## src/design/fcb_name_builder_macros.svh

```systemverilog
// assertion macros used by the name builder back end
`ifndef FCB_NAME_BUILDER_MACROS_SVH
`define FCB_NAME_BUILDER_MACROS_SVH

// same-cycle implication, sampled on clk, off during reset
`define FNB_ASSERT_IMP(label, ante, cons, msg) \
    label: assert property (@(posedge clk) disable iff (!rst_n) (ante) |-> (cons)) \
        else $error(msg);

// next-cycle implication, sampled on clk, off during reset
`define FNB_ASSERT_NXT(label, ante, cons, msg) \
    label: assert property (@(posedge clk) disable iff (!rst_n) (ante) |=> (cons)) \
        else $error(msg);

`endif

```

## src/design/fnb_pkg.sv

```systemverilog
// shared widths and name characters for the 8.3 name builder
package fnb_pkg;

    // width of a name character and of an output name byte
    localparam int BYTE_W = 8;

    // width of the position field on the output channel
    localparam int FCB_POS_W = 4;

    // name characters with a meaning of their own
    localparam logic [BYTE_W-1:0] CH_NUL     = 8'h00;
    localparam logic [BYTE_W-1:0] CH_SPACE   = 8'h20;
    localparam logic [BYTE_W-1:0] CH_STAR    = 8'h2A;
    localparam logic [BYTE_W-1:0] CH_DOT     = 8'h2E;
    localparam logic [BYTE_W-1:0] CH_ANY     = 8'h3F;
    localparam logic [BYTE_W-1:0] CH_BSLASH  = 8'h5C;
    localparam logic [BYTE_W-1:0] CH_LOW_A   = 8'h61;
    localparam logic [BYTE_W-1:0] CH_LOW_Z   = 8'h7A;
    localparam logic [BYTE_W-1:0] UPPER_MASK = 8'hDF;

endpackage

```

## src/design/fnb_if.sv

```systemverilog
// valid/ready channel interfaces for name characters and name bytes
interface fnb_char_if;
    logic                        valid;
    logic                        ready;
    logic [fnb_pkg::BYTE_W-1:0]  char_in;
    logic                        start_req;

    modport source (output valid, output char_in, output start_req, input ready);
    modport sink   (input valid, input char_in, input start_req, output ready);
endinterface

interface fnb_byte_if;
    logic                           valid;
    logic                           ready;
    logic [fnb_pkg::BYTE_W-1:0]     fcb_byte;
    logic [fnb_pkg::FCB_POS_W-1:0]  fcb_position;
    logic                           last;

    modport source (output valid, output fcb_byte, output fcb_position, output last,
                    input ready);
    modport sink   (input valid, input fcb_byte, input fcb_position, input last,
                    output ready);
endinterface

```

## src/design/fnb_front.sv

```systemverilog
// front end: parses name characters and issues byte-run commands
module fnb_front #(
    parameter int STEM_LEN = 8,
    parameter int EXT_LEN  = 3,
    parameter int POS_W    = 4
) (
    input  logic                                  clk,
    input  logic                                  rst_n,
    fnb_char_if.sink                              char_chan,
    input  logic                                  cmd_full,
    output logic                                  cmd_valid,
    output logic [fnb_pkg::BYTE_W+2*POS_W-1:0]    cmd_data
);

    localparam logic [POS_W-1:0] STEM_P    = POS_W'(STEM_LEN);
    localparam logic [POS_W-1:0] EXT_P     = POS_W'(EXT_LEN);
    localparam logic [POS_W-1:0] STEM_LAST = POS_W'(STEM_LEN - 1);
    localparam logic [POS_W-1:0] NAME_LAST = POS_W'(STEM_LEN + EXT_LEN - 1);

    localparam logic [fnb_pkg::BYTE_W-1:0] CH_NUL    = fnb_pkg::CH_NUL;
    localparam logic [fnb_pkg::BYTE_W-1:0] CH_STAR   = fnb_pkg::CH_STAR;
    localparam logic [fnb_pkg::BYTE_W-1:0] CH_BSLASH = fnb_pkg::CH_BSLASH;
    localparam logic [fnb_pkg::BYTE_W-1:0] CH_DOT    = fnb_pkg::CH_DOT;
    localparam logic [fnb_pkg::BYTE_W-1:0] CH_SPACE  = fnb_pkg::CH_SPACE;
    localparam logic [fnb_pkg::BYTE_W-1:0] CH_ANY    = fnb_pkg::CH_ANY;
    localparam logic [fnb_pkg::BYTE_W-1:0] CH_LOW_A  = fnb_pkg::CH_LOW_A;
    localparam logic [fnb_pkg::BYTE_W-1:0] CH_LOW_Z  = fnb_pkg::CH_LOW_Z;
    localparam logic [fnb_pkg::BYTE_W-1:0] UPPER_MASK = fnb_pkg::UPPER_MASK;

    typedef enum logic [4:0] {
        PH_IDLE       = 5'b00001,
        PH_STEM       = 5'b00010,
        PH_SKIP       = 5'b00100,
        PH_AFTER_STAR = 5'b01000,
        PH_EXT        = 5'b10000
    } phase_t;

    phase_t                       phase_reg, phase_next, eff_phase;
    logic [POS_W-1:0]             fc_reg, fc_next, eff_fc, fc_inc, ext_pos;
    logic                         accept, term, is_star;
    logic [fnb_pkg::BYTE_W-1:0]   ch, ch_up, pad;
    logic [fnb_pkg::BYTE_W-1:0]   c_byte;
    logic [POS_W-1:0]             c_first, c_last;
    logic                         emit;

    // classify the incoming character
    assign ch      = char_chan.char_in;
    assign is_star = (ch == CH_STAR);
    assign term    = (ch == CH_NUL) || is_star || (ch == CH_BSLASH) ||
                     (ch == CH_DOT) || (ch == CH_SPACE);
    assign pad     = is_star ? CH_ANY : CH_SPACE;
    assign ch_up   = (ch >= CH_LOW_A && ch <= CH_LOW_Z) ? (ch & UPPER_MASK) : ch;

    assign char_chan.ready = !cmd_full;
    assign accept          = char_chan.valid && !cmd_full;

    // start of a new name overrides the parse state
    assign eff_phase = char_chan.start_req ? PH_STEM : phase_reg;
    assign eff_fc    = char_chan.start_req ? '0 : fc_reg;
    assign fc_inc    = POS_W'(eff_fc + 1'b1);
    assign ext_pos   = POS_W'(STEM_P + eff_fc);

    // parse step: next state and the byte run to issue
    always_comb
    begin
        phase_next = phase_reg;
        fc_next    = fc_reg;
        emit       = 1'b0;
        c_byte     = ch_up;
        c_first    = eff_fc;
        c_last     = eff_fc;
        if (accept)
        begin
            phase_next = eff_phase;
            fc_next    = eff_fc;
            case (eff_phase)
                PH_STEM:
                begin
                    emit = 1'b1;
                    if (term)
                    begin
                        c_byte  = pad;
                        fc_next = '0;
                        if (is_star)
                        begin
                            c_last     = STEM_LAST;
                            phase_next = PH_AFTER_STAR;
                        end
                        else if (ch == CH_DOT)
                        begin
                            c_last     = STEM_LAST;
                            phase_next = PH_EXT;
                        end
                        else
                        begin
                            // stem and extension padded in one run
                            c_last     = NAME_LAST;
                            phase_next = PH_IDLE;
                        end
                    end
                    else if (fc_inc >= STEM_P)
                    begin
                        fc_next    = '0;
                        phase_next = PH_SKIP;
                    end
                    else
                    begin
                        fc_next = fc_inc;
                    end
                end
                PH_SKIP:
                begin
                    if (ch == CH_DOT)
                    begin
                        phase_next = PH_EXT;
                        fc_next    = '0;
                    end
                    else if (ch == CH_NUL || ch == CH_BSLASH)
                    begin
                        emit       = 1'b1;
                        c_byte     = CH_SPACE;
                        c_first    = STEM_P;
                        c_last     = NAME_LAST;
                        phase_next = PH_IDLE;
                        fc_next    = '0;
                    end
                end
                PH_AFTER_STAR, PH_EXT:
                begin
                    // one dot right after a star is swallowed
                    if (eff_phase == PH_AFTER_STAR && ch == CH_DOT)
                    begin
                        phase_next = PH_EXT;
                        fc_next    = '0;
                    end
                    else
                    begin
                        emit    = 1'b1;
                        c_first = ext_pos;
                        if (term)
                        begin
                            c_byte     = pad;
                            c_last     = NAME_LAST;
                            phase_next = PH_IDLE;
                            fc_next    = '0;
                        end
                        else
                        begin
                            c_last = ext_pos;
                            if (fc_inc >= EXT_P)
                            begin
                                phase_next = PH_IDLE;
                                fc_next    = '0;
                            end
                            else
                            begin
                                phase_next = PH_EXT;
                                fc_next    = fc_inc;
                            end
                        end
                    end
                end
                PH_IDLE:
                begin
                    phase_next = PH_IDLE;
                end
                default:
                begin
                    phase_next = PH_IDLE;
                    fc_next    = '0;
                end
            endcase
        end
    end

    assign cmd_valid = emit;
    assign cmd_data  = {c_byte, c_first, c_last};

    // parse state
    always_ff @(posedge clk or negedge rst_n)
    begin
        if (!rst_n)
        begin
            phase_reg <= PH_IDLE;
            fc_reg    <= '0;
        end
        else
        begin
            phase_reg <= phase_next;
            fc_reg    <= fc_next;
        end
    end

endmodule

```

## src/design/fnb_queue.sv

```systemverilog
// short command queue between front and back ends
module fnb_queue #(
    parameter int WIDTH = 16,
    parameter int DEPTH = 4
) (
    input  logic             clk,
    input  logic             rst_n,
    input  logic             push,
    input  logic [WIDTH-1:0] push_data,
    output logic             full,
    input  logic             pop,
    output logic             empty,
    output logic [WIDTH-1:0] head
);

    localparam int AW = $clog2(DEPTH);
    localparam int CW = $clog2(DEPTH + 1);
    localparam logic [AW-1:0] PTR_LAST = AW'(DEPTH - 1);
    localparam logic [CW-1:0] CNT_FULL = CW'(DEPTH);

    logic [WIDTH-1:0] entry_reg [DEPTH];
    logic [AW-1:0]    wr_ptr_reg, wr_ptr_next, rd_ptr_reg, rd_ptr_next;
    logic [CW-1:0]    count_reg, count_next;
    logic             do_push, do_pop;

    assign full    = (count_reg == CNT_FULL);
    assign empty   = (count_reg == '0);
    assign do_push = push && !full;
    assign do_pop  = pop && !empty;
    assign head    = entry_reg[rd_ptr_reg];

    // pointer and fill count update
    always_comb
    begin
        wr_ptr_next = wr_ptr_reg;
        rd_ptr_next = rd_ptr_reg;
        count_next  = count_reg;
        if (do_push)
        begin
            wr_ptr_next = (wr_ptr_reg == PTR_LAST) ? '0 : AW'(wr_ptr_reg + 1'b1);
        end
        if (do_pop)
        begin
            rd_ptr_next = (rd_ptr_reg == PTR_LAST) ? '0 : AW'(rd_ptr_reg + 1'b1);
        end
        if (do_push && !do_pop)
        begin
            count_next = CW'(count_reg + 1'b1);
        end
        else if (do_pop && !do_push)
        begin
            count_next = CW'(count_reg - 1'b1);
        end
    end

    always_ff @(posedge clk or negedge rst_n)
    begin
        if (!rst_n)
        begin
            wr_ptr_reg <= '0;
            rd_ptr_reg <= '0;
            count_reg  <= '0;
        end
        else
        begin
            wr_ptr_reg <= wr_ptr_next;
            rd_ptr_reg <= rd_ptr_next;
            count_reg  <= count_next;
        end
    end

    // entry storage
    always_ff @(posedge clk)
    begin
        if (do_push)
        begin
            entry_reg[wr_ptr_reg] <= push_data;
        end
    end

endmodule

```

## src/design/fnb_back.sv

```systemverilog
// back end: expands byte-run commands into output beats
`include "fcb_name_builder_macros.svh"

module fnb_back #(
    parameter int STEM_LEN = 8,
    parameter int EXT_LEN  = 3,
    parameter int POS_W    = 4
) (
    input  logic                                  clk,
    input  logic                                  rst_n,
    input  logic                                  cmd_empty,
    input  logic [fnb_pkg::BYTE_W+2*POS_W-1:0]    cmd_head,
    output logic                                  cmd_pop,
    fnb_byte_if.source                            byte_chan
);

    localparam logic [POS_W-1:0] NAME_LAST = POS_W'(STEM_LEN + EXT_LEN - 1);

    logic                         cur_valid_reg, cur_valid_next;
    logic [fnb_pkg::BYTE_W-1:0]   cur_byte_reg, cur_byte_next;
    logic [POS_W-1:0]             cur_pos_reg, cur_pos_next;
    logic [POS_W-1:0]             cur_end_reg, cur_end_next;
    logic                         fire, at_end, load;

    assign fire    = byte_chan.valid && byte_chan.ready;
    assign at_end  = (cur_pos_reg == cur_end_reg);
    assign load    = !cmd_empty && (!cur_valid_reg || (fire && at_end));
    assign cmd_pop = load;

    // current run: step the position or take the next command
    always_comb
    begin
        cur_valid_next = cur_valid_reg;
        cur_byte_next  = cur_byte_reg;
        cur_pos_next   = cur_pos_reg;
        cur_end_next   = cur_end_reg;
        if (load)
        begin
            cur_valid_next = 1'b1;
            {cur_byte_next, cur_pos_next, cur_end_next} = cmd_head;
        end
        else if (fire)
        begin
            if (at_end)
            begin
                cur_valid_next = 1'b0;
            end
            else
            begin
                cur_pos_next = POS_W'(cur_pos_reg + 1'b1);
            end
        end
    end

    always_ff @(posedge clk or negedge rst_n)
    begin
        if (!rst_n)
        begin
            cur_valid_reg <= 1'b0;
        end
        else
        begin
            cur_valid_reg <= cur_valid_next;
        end
    end

    always_ff @(posedge clk)
    begin
        cur_byte_reg <= cur_byte_next;
        cur_pos_reg  <= cur_pos_next;
        cur_end_reg  <= cur_end_next;
    end

    // output beat straight from the run register
    assign byte_chan.valid        = cur_valid_reg;
    assign byte_chan.fcb_byte     = cur_byte_reg;
    assign byte_chan.fcb_position = fnb_pkg::FCB_POS_W'(cur_pos_reg);
    assign byte_chan.last         = (cur_pos_reg == NAME_LAST);

    // run position never passes its end
    `FNB_ASSERT_IMP(a_pos_in_run, cur_valid_reg, cur_pos_reg <= cur_end_reg, "run overrun")
    // mid-run beat advances the position by one
    `FNB_ASSERT_NXT(a_pos_step, fire && !at_end,
                    cur_valid_reg && cur_pos_reg == POS_W'($past(cur_pos_reg) + 1'b1),
                    "run position did not step")
    // run finished with nothing queued leaves the output empty
    `FNB_ASSERT_NXT(a_drain, fire && at_end && cmd_empty, !cur_valid_reg,
                    "beat invented after run end")

endmodule

```

## src/design/fcb_name_builder.sv

```systemverilog
// Builds the eleven-byte 8.3 directory name from a stream of name characters.
// One character is taken per cycle; a character that writes one name byte gives
// one output beat, whose command passes through the command queue and then the
// back end's run register before the beat leaves. A terminator that pads a field
// becomes a single run command, and the back end drives one beat of that run per
// cycle while the output is ready, so a character that pads k bytes gives k
// beats (at most STEM_LEN + EXT_LEN). The front end keeps taking characters while
// the four-entry command queue has room; input stalls only while that queue is
// full, which long pad runs or output back-pressure can cause. Characters that
// write nothing (skipped stem overflow, idle input, the dot after a star) are taken without issuing a run command.
module fcb_name_builder #(
    parameter int STEM_LEN = 8,
    parameter int EXT_LEN  = 3
) (
    input  logic        clk,
    input  logic        rst_n,
    fnb_char_if.sink    char_chan,
    fnb_byte_if.source  byte_chan
);

    localparam int POS_W     = $clog2(STEM_LEN + EXT_LEN + 1);
    localparam int CMD_W     = fnb_pkg::BYTE_W + 2 * POS_W;
    localparam int CMD_DEPTH = 4;

    logic             cmd_valid, cmd_full, cmd_empty, cmd_pop;
    logic [CMD_W-1:0] cmd_data, cmd_head;

    // character parser
    fnb_front #(
        .STEM_LEN (STEM_LEN),
        .EXT_LEN  (EXT_LEN),
        .POS_W    (POS_W)
    ) u_front (
        .clk       (clk),
        .rst_n     (rst_n),
        .char_chan (char_chan),
        .cmd_full  (cmd_full),
        .cmd_valid (cmd_valid),
        .cmd_data  (cmd_data)
    );

    // run command queue
    fnb_queue #(
        .WIDTH (CMD_W),
        .DEPTH (CMD_DEPTH)
    ) u_queue (
        .clk       (clk),
        .rst_n     (rst_n),
        .push      (cmd_valid),
        .push_data (cmd_data),
        .full      (cmd_full),
        .pop       (cmd_pop),
        .empty     (cmd_empty),
        .head      (cmd_head)
    );

    // byte run expander
    fnb_back #(
        .STEM_LEN (STEM_LEN),
        .EXT_LEN  (EXT_LEN),
        .POS_W    (POS_W)
    ) u_back (
        .clk       (clk),
        .rst_n     (rst_n),
        .cmd_empty (cmd_empty),
        .cmd_head  (cmd_head),
        .cmd_pop   (cmd_pop),
        .byte_chan (byte_chan)
    );

endmodule
```

## src/flat_wrapper.sv

```systemverilog
// flat-port wrapper written by rule: the top's interface ports become plain ports
module fcb_name_builder_flat 
#(
    parameter int STEM_LEN = 8,
    parameter int EXT_LEN  = 3
)
  (clk, rst_n, char_chan_valid, char_chan_char_in, char_chan_start_req, char_chan_ready, byte_chan_valid, byte_chan_fcb_byte, byte_chan_fcb_position, byte_chan_last, byte_chan_ready);
  fnb_char_if char_chan_i ();
  fnb_byte_if byte_chan_i ();
  input  logic clk;
  input  logic rst_n;
  input wire logic [$bits(char_chan_i.valid)-1:0] char_chan_valid;
  input wire logic [$bits(char_chan_i.char_in)-1:0] char_chan_char_in;
  input wire logic [$bits(char_chan_i.start_req)-1:0] char_chan_start_req;
  output wire logic [$bits(char_chan_i.ready)-1:0] char_chan_ready;
  output wire logic [$bits(byte_chan_i.valid)-1:0] byte_chan_valid;
  output wire logic [$bits(byte_chan_i.fcb_byte)-1:0] byte_chan_fcb_byte;
  output wire logic [$bits(byte_chan_i.fcb_position)-1:0] byte_chan_fcb_position;
  output wire logic [$bits(byte_chan_i.last)-1:0] byte_chan_last;
  input wire logic [$bits(byte_chan_i.ready)-1:0] byte_chan_ready;
  assign char_chan_i.valid = char_chan_valid;
  assign char_chan_i.char_in = char_chan_char_in;
  assign char_chan_i.start_req = char_chan_start_req;
  assign char_chan_ready = char_chan_i.ready;
  assign byte_chan_valid = byte_chan_i.valid;
  assign byte_chan_fcb_byte = byte_chan_i.fcb_byte;
  assign byte_chan_fcb_position = byte_chan_i.fcb_position;
  assign byte_chan_last = byte_chan_i.last;
  assign byte_chan_i.ready = byte_chan_ready;
  fcb_name_builder #(.STEM_LEN(STEM_LEN), .EXT_LEN(EXT_LEN)) u_core (.clk(clk), .rst_n(rst_n), .char_chan(char_chan_i), .byte_chan(byte_chan_i));
endmodule
```

## config.mk

```make
export PLATFORM = sky130hd
export DESIGN_NAME = fcb_name_builder_flat
export DESIGN_NICKNAME = d
export VERILOG_FILES = /design/src/design/fnb_pkg.sv /design/src/design/fnb_if.sv /design/src/design/fnb_front.sv /design/src/design/fnb_queue.sv /design/src/design/fnb_back.sv /design/src/design/fcb_name_builder.sv /design/src/flat_wrapper.sv
export VERILOG_INCLUDE_DIRS = /design/src /design/src/design
export SDC_FILE = /design/constraint.sdc
export NUM_CORES = 1
export LEC_CHECK = 0
export BUFFER_PORTS_ARGS = -buffer_cell sky130_fd_sc_hd__buf_4
export CORE_UTILIZATION = 52
export DETAILED_ROUTE_END_ITERATION = 8
export PLACE_DENSITY = 0.83
export SYNTH_ARGS = -nofsm -noshare
export SYNTH_HDL_FRONTEND = slang
export SYNTH_HIERARCHICAL = 1
export SYNTH_SLANG_ARGS = --single-unit
```

## constraint.sdc

```tcl
create_clock -name clk -period 3.1 [get_ports clk]
set_input_delay 0.62 -clock clk [delete_from_list [all_inputs] [get_ports clk]]
set_output_delay 0.62 -clock clk [all_outputs]
set_load 0.02 [all_outputs]
```

==> impl_metrics.xml <==
<?xml version="1.0" encoding="UTF-8"?>
<metrics>
  <group name="floorplan">
    <metric name="floorplan_core_area" unit="um^2">8760</metric>
    <metric name="placement_rows" unit="">34</metric>
    <metric name="initial_core_util" unit="">0.538</metric>
    <metric name="dieWidth" unit="um">97.2</metric>
    <metric name="vertical_die_dimension" unit="um">97.2</metric>
    <metric name="design.die.area" unit="um^2">9450</metric>
    <metric name="io_pins" unit="">28</metric>
  </group>
  <group name="drt">
    <metric name="detail_route.first_pass.iterations" unit="">4</metric>
    <metric name="drcViolationCount" unit="">0</metric>
    <metric name="total_via_count_in_the_routed_design" unit="">2911</metric>
    <metric name="detail_route.iter0.violations" unit="">169</metric>
    <metric name="routed_wl" unit="um">8870</metric>
    <metric name="antenna_left" unit="">0</metric>
    <metric name="routed_wl_per_cell" unit="um">18.1</metric>
    <metric name="route.detailed.vias_per_inst" unit="">5.94</metric>
  </group>
  <group name="grt">
    <metric name="groute.usage.overall" unit="">0.199</metric>
    <metric name="grt_start_max_net_pins" unit="">21</metric>
    <metric name="via_count_of_the_first_global_routing_pass" unit="">2972</metric>
    <metric name="antenna_found_initial" unit="">0</metric>
    <metric name="globalRouteOverflowTotal" unit="">0</metric>
    <metric name="grt_first_pass_wirelength" unit="um">14400</metric>
  </group>
  <group name="cts">
    <metric name="clockBufferDepth" unit="">2</metric>
    <metric name="tritoncts" unit="">yes</metric>
    <metric name="cts_inserted_buffers" unit="">9</metric>
    <metric name="clockRootBuffer" unit="">sky130_fd_sc_hd__clkbuf_8</metric>
    <metric name="clock_insertion_delay_worst_skew" unit="ns">0.37</metric>
    <metric name="tritoncts_num_sinks" unit="">97</metric>
    <metric name="post_cts.repair.setup_buffers" unit="">0</metric>
    <metric name="cts_max_level" unit="">3</metric>
    <metric name="clk_transition_reported_paths" unit="ns">0.11</metric>
  </group>
  <group name="worst_setup_path">
    <metric name="r2r_slack" unit="ns">0.14</metric>
    <metric name="worst_setup_path_type" unit="">flip-flop to flip-flop</metric>
    <metric name="path_cells" unit="">or4b_1, o221ai_2, nand2_1, a311oi_2, nor2b_2, ha_2, inv_1, fa_1, xor2_1, nor2_1, xor2_1</metric>
    <metric name="critical_path.n_buffers_inverters" unit="">1</metric>
    <metric name="cp_common_cell" unit="">sky130_fd_sc_hd__xor2_1</metric>
    <metric name="critPathCaptureType" unit="">flip-flop</metric>
    <metric name="critical_path_required" unit="ns">3.38</metric>
    <metric name="worstSetupStartpointType" unit="">flip-flop</metric>
    <metric name="cp_max_fo" unit="">3</metric>
    <metric name="worstPathArrival" unit="ns">3.25</metric>
    <metric name="r2r_cells" unit="">11</metric>
    <metric name="critical_path.reg2reg.endpoint" unit="">u_core/u_queue/count_reg[2]</metric>
    <metric name="critPathMaxStageDelay" unit="ns">0.59</metric>
    <metric name="r2r-start" unit="">u_core/u_front/phase_reg[4]</metric>
    <metric name="crit_family" unit="">simple AND/OR/NAND/NOR gates</metric>
    <metric name="crit_cells" unit="">11</metric>
    <metric name="critPathSlowestCell" unit="">sky130_fd_sc_hd__or4b_1</metric>
  </group>
  <group name="sta">
    <metric name="finalCriticalPeriod" unit="ns">2.96</metric>
    <metric name="hold_viol_final" unit="">0</metric>
    <metric name="maxClockFrequency" unit="MHz">337</metric>
    <metric name="slew_headroom" unit="">0.465</metric>
    <metric name="period_share" unit="">0.956</metric>
    <metric name="final.setup.worst_slack" unit="ns">0.136</metric>
    <metric name="timing.final.max_slew_violations" unit="">0</metric>
    <metric name="number_of_endpoints_failing_setup_at_the_final_stage" unit="">0</metric>
    <metric name="final.setup_skew" unit="ns">0.0127</metric>
    <metric name="worst_slew_pin_slew" unit="ns">0.802</metric>
    <metric name="setup_total_negative_slack" unit="ns">0</metric>
  </group>
  <group name="finish">
    <metric name="instances_no_fill" unit="">490</metric>
    <metric name="nets" unit="">401</metric>
    <metric name="diodes_inserted" unit="">0</metric>
    <metric name="drive_above_1_share" unit="">0.288</metric>
    <metric name="fillers" unit="">677</metric>
    <metric name="multi_input_area" unit="um^2">1750</metric>
    <metric name="sequential_cell_area" unit="um^2">2830</metric>
    <metric name="final_cell_area" unit="um^2">5390</metric>
    <metric name="flip_flop_count_of_the_largest_register_all_copies_and_words_added" unit="">64</metric>
    <metric name="area.growth.synth_to_final" unit="%">14.3</metric>
  </group>
  <group name="placed_design">
    <metric name="dpl.hpwl" unit="um">6450</metric>
    <metric name="dpl_worst_slack" unit="ns">-0.320</metric>
    <metric name="post_dp_cell_area" unit="um^2">5170</metric>
    <metric name="dp_cells" unit="">474</metric>
    <metric name="place_congestion" unit="">0.914</metric>
    <metric name="place.port_buffers" unit="">27</metric>
  </group>
  <group name="logic_synthesis">
    <metric name="synth.distinct_cells" unit="">70</metric>
    <metric name="synth-main-ff-cell" unit="">sky130_fd_sc_hd__edfxtp_1</metric>
    <metric name="synthArstFlopShare" unit="">0.175</metric>
    <metric name="synth.area.top_cells" unit="">sky130_fd_sc_hd__edfxtp_1 (51%), sky130_fd_sc_hd__dfrtp_1 (8.5%), sky130_fd_sc_hd__mux4_2 (7.6%)</metric>
    <metric name="syn_nets" unit="">354</metric>
    <metric name="ys.warnings.count" unit="">6</metric>
    <metric name="yosys.area.top_type_share" unit="">0.510</metric>
    <metric name="synth.top_cells.by_count" unit="">sky130_fd_sc_hd__edfxtp_1 (80), sky130_fd_sc_hd__nand2_1 (20), sky130_fd_sc_hd__dfrtp_1 (16), sky130_fd_sc_hd__mux4_2 (16), sky130_fd_sc_hd__nor2_1 (16)</metric>
    <metric name="synth_xor_xnor_area_share" unit="">0.0260</metric>
    <metric name="netlist_area" unit="um^2">4710</metric>
    <metric name="synth_top_family_by_area" unit="">simple AND/OR/NAND/NOR gates</metric>
    <metric name="synthesis.instances" unit="">330</metric>
    <metric name="synth-compound-area-share" unit="">0.0910</metric>
    <metric name="synth_simple_gate_area_share" unit="">0.125</metric>
    <metric name="synthMuxAreaShare" unit="">0.0953</metric>
    <metric name="postSynthRegisterBits" unit="">97</metric>
    <metric name="cell_with_the_most_instances_after_synthesis" unit="">sky130_fd_sc_hd__edfxtp_1</metric>
    <metric name="post_synth.cell_area_avg" unit="um^2">14.3</metric>
    <metric name="yosys.area.top_type" unit="">sky130_fd_sc_hd__edfxtp_1</metric>
    <metric name="synth-adder-area-share" unit="">0.0308</metric>
    <metric name="synth_seq_area_share" unit="">0.600</metric>
    <metric name="post_synth_edffs" unit="">80</metric>
  </group>
  <group name="worst_hold_path">
    <metric name="min_path_type" unit="">primary input to asynchronous set/reset pin</metric>
  </group>
  <group name="power_and_ir_drop">
    <metric name="net-switching-power" unit="mW">1.27</metric>
    <metric name="total_power" unit="mW">3.89</metric>
    <metric name="clkPwrFrac" unit="">0.208</metric>
    <metric name="swShare" unit="">0.328</metric>
    <metric name="cellLeakagePower" unit="nW">1.98</metric>
    <metric name="power.share.combinational" unit="">0.294</metric>
    <metric name="power.sequential.fraction" unit="">0.498</metric>
    <metric name="p_int" unit="mW">2.61</metric>
    <metric name="powerDensity" unit="nW/um^2">722</metric>
    <metric name="ir_drop" unit="mV">0.361</metric>
  </group>
  <group name="job">
    <metric name="cap_violations" unit="">0</metric>
  </group>
  <group name="outcome">
    <metric name="run_status" unit="">finished clean</metric>
  </group>
</metrics>
[timing repair]
item | in CTS | in global routing
hold buffers | 0 | 0
gates resized for setup | 1 | 2
setup endpoints to repair | 1 | 1
[power by group through the flow]
stage / clock network [mW] / registers, mW / logic (mW)
6_report: 0.809 / 1.93 / 1.14
5_1_grt: 0.876 / 1.97 / 1.25
4_1_cts: 0.825 / 1.94 / 1.15
3_5_place_dp: 0 / 1.97 / 1.14
3_3_place_gp: 0 / 1.94 / 1.08
2_1_floorplan: 0 / 1.88 / 0.852
[layer usage]
layer / GRT usage / vias to the layer above / wire length, um
met5: 0 / - / 0
met4: 0.0701 / 0 / 110
met3: 0.0396 / 9 / 338
met2: 0.353 / 69 / 4660
met1: 0.243 / 1470 / 3760
li1: - / 1363 / -
[placed cells by master (no fill, tap or decap), types with 4 or more instances in the layout]
cell type / netlist / final
sky130_fd_sc_hd__edfxtp_1: 80 / 80
sky130_fd_sc_hd__clkbuf_8: 3 / 9
sky130_fd_sc_hd__xnor2_1: 5 / 5
sky130_fd_sc_hd__a21oi_1: 8 / 8
sky130_fd_sc_hd__buf_4: 2 / 46
sky130_fd_sc_hd__nor2_1: 16 / 16
sky130_fd_sc_hd__nor3_1: 12 / 12
sky130_fd_sc_hd__o21ai_0: 11 / 11
sky130_fd_sc_hd__o211ai_1: 6 / 6
sky130_fd_sc_hd__mux4_2: 16 / 16
sky130_fd_sc_hd__nand2_1: 20 / 20
sky130_fd_sc_hd__nand3_1: 9 / 9
sky130_fd_sc_hd__inv_1: 11 / 11
sky130_fd_sc_hd__nor2b_1: 6 / 5
sky130_fd_sc_hd__ha_1: 10 / 9
sky130_fd_sc_hd__a21o_1: 5 / 5
sky130_fd_sc_hd__buf_12: 0 / 4
sky130_fd_sc_hd__xor2_1: 9 / 9
sky130_fd_sc_hd__and2_1: 8 / 8
sky130_fd_sc_hd__dfrtp_1: 16 / 16
[kinds of logic after synthesis]
family,Yosys count
compound gates,60
mux,23
flops,97
xor+xnor,14
buf+inv,25
fa+ha+maj,11
simple gates,100
[area by class of cell]
| cell class | count | area share |
|---|---|---|
| inverter | 11 | 0.00766 |
| sequential | 97 | 0.525 |
| clock inverter | 7 | 0.0151 |
| clock buffer | 9 | 0.0230 |
| tap | 108 | 0.0251 |
| timing repair buffer | 50 | 0.0790 |
| multi-input combinational | 208 | 0.325 |
[how the worst max path moves through the flow]
stage	from	endpoint	slack, ns
global placement	char_chan_char_in[0]	u_core/u_queue/count_reg[2]	-0.23
global route	u_core/u_front/phase_reg[2]	u_core/u_queue/count_reg[2]	-0.02
finish	u_core/u_front/phase_reg[4]	u_core/u_queue/count_reg[2]	0.14
floorplan	char_chan_char_in[0]	u_core/u_queue/count_reg[2]	0.02
detailed placement	char_chan_char_in[0]	u_core/u_queue/count_reg[2]	-0.32
CTS	u_core/u_front/phase_reg[2]	u_core/u_queue/count_reg[2]	0.06
[stage by stage]
step / hold WS (ns) / util
after CTS: 0.0963 / 0.614
after floorplan: 0.324 / -
after detailed placement: 0.502 / 0.590
after global placement: 0.494 / 0.590
final: 0.0960 / 0.615
after global routing: 0.102 / 0.615
No activity file was read; power rests on OpenSTA's default activity.
